==> src/hdl/assert_macros.svh <==
// Assertion macros shared by the line/circle intersection RTL.
// Needs clk and rst_n in the scope of each use.
`ifndef ASSERT_MACROS_SVH
`define ASSERT_MACROS_SVH

// Same-cycle implication, checked outside reset.
`define ASSERT_IMPL(lbl, ante, cons) \
  lbl: assert property (@(posedge clk) disable iff (!rst_n) (ante) |-> (cons)) \
    else $error("assertion failed");

// Next-cycle implication, checked outside reset.
`define ASSERT_NEXT(lbl, ante, cons) \
  lbl: assert property (@(posedge clk) disable iff (!rst_n) (ante) |=> (cons)) \
    else $error("assertion failed");

`endif

==> src/hdl/clp_pkg.sv <==
// Shared widths, word types and helpers for the line/circle intersection block.
// No dependencies.
package clp_pkg;

  localparam int COORD_W = 32;
  localparam int DIFF_W  = COORD_W + 1;        // P and D components
  localparam int QUAD_W  = 2 * COORD_W + 2;    // a, h, c
  localparam int DISC_W  = 4 * COORD_W + 5;    // quarter discriminant, signed
  localparam int RAD_W   = 4 * COORD_W + 4;    // root unit input
  localparam int ROOT_W  = RAD_W / 2;
  localparam int FAC_W   = 2 * COORD_W + 4;    // -h +/- s
  localparam int NUM_W   = FAC_W + DIFF_W;     // D * factor
  localparam int MUL_CHUNK = 16;

  typedef struct packed {
    logic signed [COORD_W-1:0] start_x;
    logic signed [COORD_W-1:0] start_y;
    logic signed [COORD_W-1:0] end_x;
    logic signed [COORD_W-1:0] end_y;
    logic signed [COORD_W-1:0] centre_x;
    logic signed [COORD_W-1:0] centre_y;
    logic        [COORD_W-2:0] radius;
  } in_word_t;

  typedef struct packed {
    logic                      hit;
    logic signed [COORD_W-1:0] first_x;
    logic signed [COORD_W-1:0] first_y;
    logic signed [COORD_W-1:0] second_x;
    logic signed [COORD_W-1:0] second_y;
  } out_word_t;

  // stages of the chunked multiplier for a multiplier operand of wb bits
  function automatic int mul_lat(input int wb);
    return (wb + MUL_CHUNK - 1) / MUL_CHUNK;
  endfunction

endpackage

==> src/hdl/clp_mul.sv <==
// Pipelined signed multiplier, one MUL_CHUNK-bit slice of operand b per stage.
// Depends on clp_pkg.
module clp_mul
  import clp_pkg::*;
#(
  parameter int WA = 33,
  parameter int WB = 33
) (
  input  logic                    clk,
  input  logic                    rst_n,
  input  logic                    in_v,
  input  logic signed [WA-1:0]    in_a,
  input  logic signed [WB-1:0]    in_b,
  output logic                    out_v,
  output logic signed [WA+WB-1:0] out_p
);

  localparam int NCH = mul_lat(WB);
  localparam int WP  = WA + WB;

  logic                 v_r   [NCH];
  logic signed [WA-1:0] a_r   [NCH];
  logic signed [WB-1:0] b_r   [NCH];
  logic signed [WP-1:0] acc_r [NCH];

  for (genvar k = 0; k < NCH; k++) begin : g_st
    localparam int LO = MUL_CHUNK * k;
    localparam int CW = (k == NCH - 1) ? (WB - LO) : MUL_CHUNK;
    logic                 v_s;
    logic signed [WA-1:0] a_s;
    logic signed [WB-1:0] b_s;
    logic signed [WP-1:0] acc_s;
    logic signed [CW:0]   chunk_s;
    logic signed [WA+CW:0] pp_s;
    logic signed [WP-1:0] acc_nxt;

    if (k == 0) begin : g_first
      assign v_s   = in_v;
      assign a_s   = in_a;
      assign b_s   = in_b;
      assign acc_s = '0;
    end else begin : g_next
      assign v_s   = v_r[k-1];
      assign a_s   = a_r[k-1];
      assign b_s   = b_r[k-1];
      assign acc_s = acc_r[k-1];
    end

    // top slice carries the sign, lower slices are unsigned
    if (k == NCH - 1) begin : g_top
      assign chunk_s = {b_s[WB-1], b_s[WB-1 -: CW]};
    end else begin : g_low
      assign chunk_s = {1'b0, b_s[LO +: CW]};
    end

    assign pp_s    = a_s * chunk_s;
    assign acc_nxt = acc_s + (WP'(pp_s) <<< LO);

    always_ff @(posedge clk) begin
      if (!rst_n) begin
        v_r[k] <= 1'b0;
      end else begin
        v_r[k] <= v_s;
      end
    end

    always_ff @(posedge clk) begin
      acc_r[k] <= acc_nxt;
      a_r[k]   <= a_s;
      b_r[k]   <= b_s;
    end
  end

  assign out_v = v_r[NCH-1];
  assign out_p = acc_r[NCH-1];

endmodule

==> config.mk <==
export PLATFORM = sky130hd
export DESIGN_NAME = clp_mul
export DESIGN_NICKNAME = d
export VERILOG_FILES = /design/src/hdl/assert_macros.svh /design/src/hdl/clp_pkg.sv /design/src/hdl/clp_mul.sv
export SDC_FILE = /design/constraint.sdc
export NUM_CORES = 2
export LEC_CHECK = 0
export ABC_CLOCK_PERIOD_IN_PS = 10700
export BUFFER_PORTS_ARGS = -buffer_cell sky130_fd_sc_hd__buf_2
export CAP_MARGIN = 20
export CORE_UTILIZATION = 55
export CTS_CLUSTER_SIZE = 28
export DETAILED_ROUTE_END_ITERATION = 8
export PLACE_DENSITY = 0.74
export SETUP_SLACK_MARGIN = 0.02
export SYNTH_ARGS = -nofsm -noshare
export SYNTH_HDL_FRONTEND = slang
export SYNTH_SLANG_ARGS = --single-unit
==> constraint.sdc <==
create_clock -name clk -period 10.7 [get_ports clk]
set_input_delay 1.07 -clock clk [delete_from_list [all_inputs] [get_ports clk]]
set_output_delay 1.07 -clock clk [all_outputs]
set_load 0.02 [all_outputs]
==> impl_results.md <==
* Status: completed
* Area of the core at 0.0854 mm²
* Critical Path Slowest Stage Cell: dfxtp_1
* Max FO, Critical Path at 23
* Final Hold Viols at 0
* Peak Freq at 105 MHz
* Detailed-route via count at 34.3k
* P&R area growth vs syn at 4.70%
* Wirelength per Cell at 18.7 µm
* Ratio of cells with drive above 1 in the final layout at 4.58%
* Top cells by count, synth: 1172 x inv_1, 1008 x fa_1, 695 x nand2_1, 464 x and2_1, 325 x ha_1
* Vias in the first global route at 36.8k
* CP Data Required Time at 11170 ps
* Clock-pin transition on the worst setup and hold timing paths at 60 ps
* Setup TNS at 0 ps
* Routed Antenna Nets at 0
* Clk buf depth at 3
* Yosys cell types at 73
* Largest net degree at the start of global routing at 44
* Crit-path max cell delay at 1030 ps
* Post-cts hold buffer count at 0
* Yosys warning count at 0
* Top delay family on crit path: adder cells
* Post_cts resized at 0
* Synth Instances at 5197
* Register area at 0.00539 mm²
* Cell taking the most area after synthesis: fa_1
* Hold Crit Start: acc_r[0][1]$_DFF_P_
* Row cnt at 107
* Htree depth at 1
* Full die area at 0.0875 mm²
* Placed Instance Area at 0.0486 mm²
* Worst-skew pair later-pin latency at 630 ps
* Reg-to-reg slack, setup at 1140 ps
* Total CTS buffers at 30
* GR Overflow Total at 0
* # fillers at 7499
* Hpwl dp at 93900 µm
* Post-Route Skew at 50.9 ps
* Port Buf Inserts at 135
* Hold Path End: acc_r[0][67]$_DFF_P_
* Count leader, synth: inv_1
* Syn avg cell area at 9.14 µm²
* Post-Route WL at 118000 µm
* Pre-CTS setup slack at 1300 ps
* Post-CTS Setup Inserts at 0
* Initial antenna violation count at 2
* Post-synth EDFFs at 0
* Syn nets at 6599
* Class of the worst hold path: reg2reg
* Post-route DRC at 0
* RSZ-0062 raised after global routing: no
* Post-DR vias/cell at 5.42
* Kind of critical path: reg2reg
* Nets@finish at 6550
* WHS Path Cells at 0
* Ys async rst share at 0%
* Reg2reg start: b_r[0][18]$_DFF_P_
* Minimum clock period at 9560 ps
* Dominant synthesized flop cell: dfxtp_1
* Top-level I/O count at 136
* Multi-input logic area at 0.0365 mm²
* Ranking of synthesized cells by area: fa_1 42%, dfxtp_1 11%, inv_1 9.3%
* 1st-iter DRT viols at 2519
* First-pass GRT wire length at 194000 µm
* CTS Sinks at 269
* Sequential fraction of the synthesis area at 11.3%
* DR pass1 iterations at 6
* Worst R2R Path Depth at 30
* Final Slew Violations at 0
* Final Cell Area at 0.0497 mm²
* R2R Path End: acc_r[0][128]$_DFF_P_
* RePlAce Congestion at 0.932
* GRT Resource Usage Total at 28.3%
* Cell area after synthesis at 0.0475 mm²
* Post-synth top area share at 42.5%
* CP dominant cell by count: fa_1
* Max_slew headroom at 24.3%
* Worst Setup Start Kind: flip-flop
* Crit path DAT at 10030 ps
* Worst-margin pin slew at 1130 ps
* Die W at 296 µm
* Tcrit/Tclk final at 89.3%
* Clk root buf: clkbuf_16
* Hold slack final at 324 ps
* Maxcap violations at 0
* Starting density of the core at 55.6%
* CTS tree: yes
* Final setup viols at 0
* Die Ht at 296 µm
* Post-synthesis register bit count at 269
* CP Capture Type: flip-flop
* Final worst-path setup slack at 1140 ps
* Buf+Inv Stages, Crit Path at 3
[registers in the layout, summed over array words and instances (netlist names)]
| name | cells |
|---|---|
| v_r | 3 |
| acc_r | 182 |
| a_r | 66 |
| b_r | 18 |
[per-layer routing]
layer	vias up	GRT usage, %	wire length (µm)
li1	15400	-	-
met1	17200	38.7	49900
met2	1461	45.6	54400
met3	225	6.02	10900
met4	0	7.54	3120
met5	-	0	0
[final cells by class]
class | instances | area share (%)
Clock buffer | 40 | 1.67
Antenna cell | 1 | 0.00503
Sequential cell | 269 | 10.8
Tap cell | 1144 | 2.88
Inverter | 1172 | 8.85
Multi-Input combinational cell | 3508 | 73.5
Clock inverter | 14 | 0.345
Timing Repair Buffer | 167 | 1.96
[metrics by stage]
stage | utilization [%] | std cells
after global placement | 57.0 | 6257
after floorplan | - | 5197
after global routing | 58.2 | 6314
final | 58.2 | 6315
after detailed placement | 57.0 | 6257
after CTS | 58.1 | 6311
[logic make-up (layout without fill, tap and decap cells)]
kind of cell	count (synthesis)	in the layout	share of synthesized area, %
simple gates	1470	1470	15.3
other cells	0	1	0
mux	1	1	0.0237
compound gates	511	511	7.03
xor+xnor	193	193	3.56
flops	269	269	11.3
fa+ha+maj	1333	1333	51.0
buf+inv	1420	1393	11.7
[worst max-delay path by stage]
| stage | from | to | slack (ps) | cells after the start |
|---|---|---|---|---|
| after floorplan | a_r[0][7]$_DFF_P_ | acc_r[0][128]$_DFF_P_ | 2630 | 34 |
| after global placement | b_r[0][19]$_DFF_P_ | acc_r[0][128]$_DFF_P_ | 1380 | 30 |
| after detailed placement | b_r[0][19]$_DFF_P_ | acc_r[0][128]$_DFF_P_ | 1300 | 30 |
| after CTS | b_r[0][19]$_DFF_P_ | acc_r[0][128]$_DFF_P_ | 1260 | 30 |
| after global routing | b_r[0][18]$_DFF_P_ | acc_r[0][128]$_DFF_P_ | 600 | 30 |
| final | b_r[0][18]$_DFF_P_ | acc_r[0][128]$_DFF_P_ | 1140 | 30 |
[worst reg2reg max path, delay by kind of cell (launching register included)]
family | cells | cell delay, ps
adder cells (fa/ha/maj) | 8 | 3890
AO/OA/AOI/OAI | 10 | 2670
XOR/XNOR | 2 | 340
buffers and inverters | 3 | 140
AND/OR/NAND/NOR | 7 | 1330
flip-flops | 1 | 1030
[cell usage in the layout, fill, tap and decap left out, types with 99 or more instances in the layout]
| cell | n |
|---|---|
| a21o_1 | 99 |
| a21oi_1 | 146 |
| and2_1 | 464 |
| buf_2 | 135 |
| dfxtp_1 | 269 |
| fa_1 | 1008 |
| ha_1 | 325 |
| inv_1 | 1172 |
| nand2_1 | 695 |
| xnor2_1 | 145 |
Power is left out: the tool's default activity adds up to more than one toggle a clock period on the data nets, which glitch-free logic cannot reach.
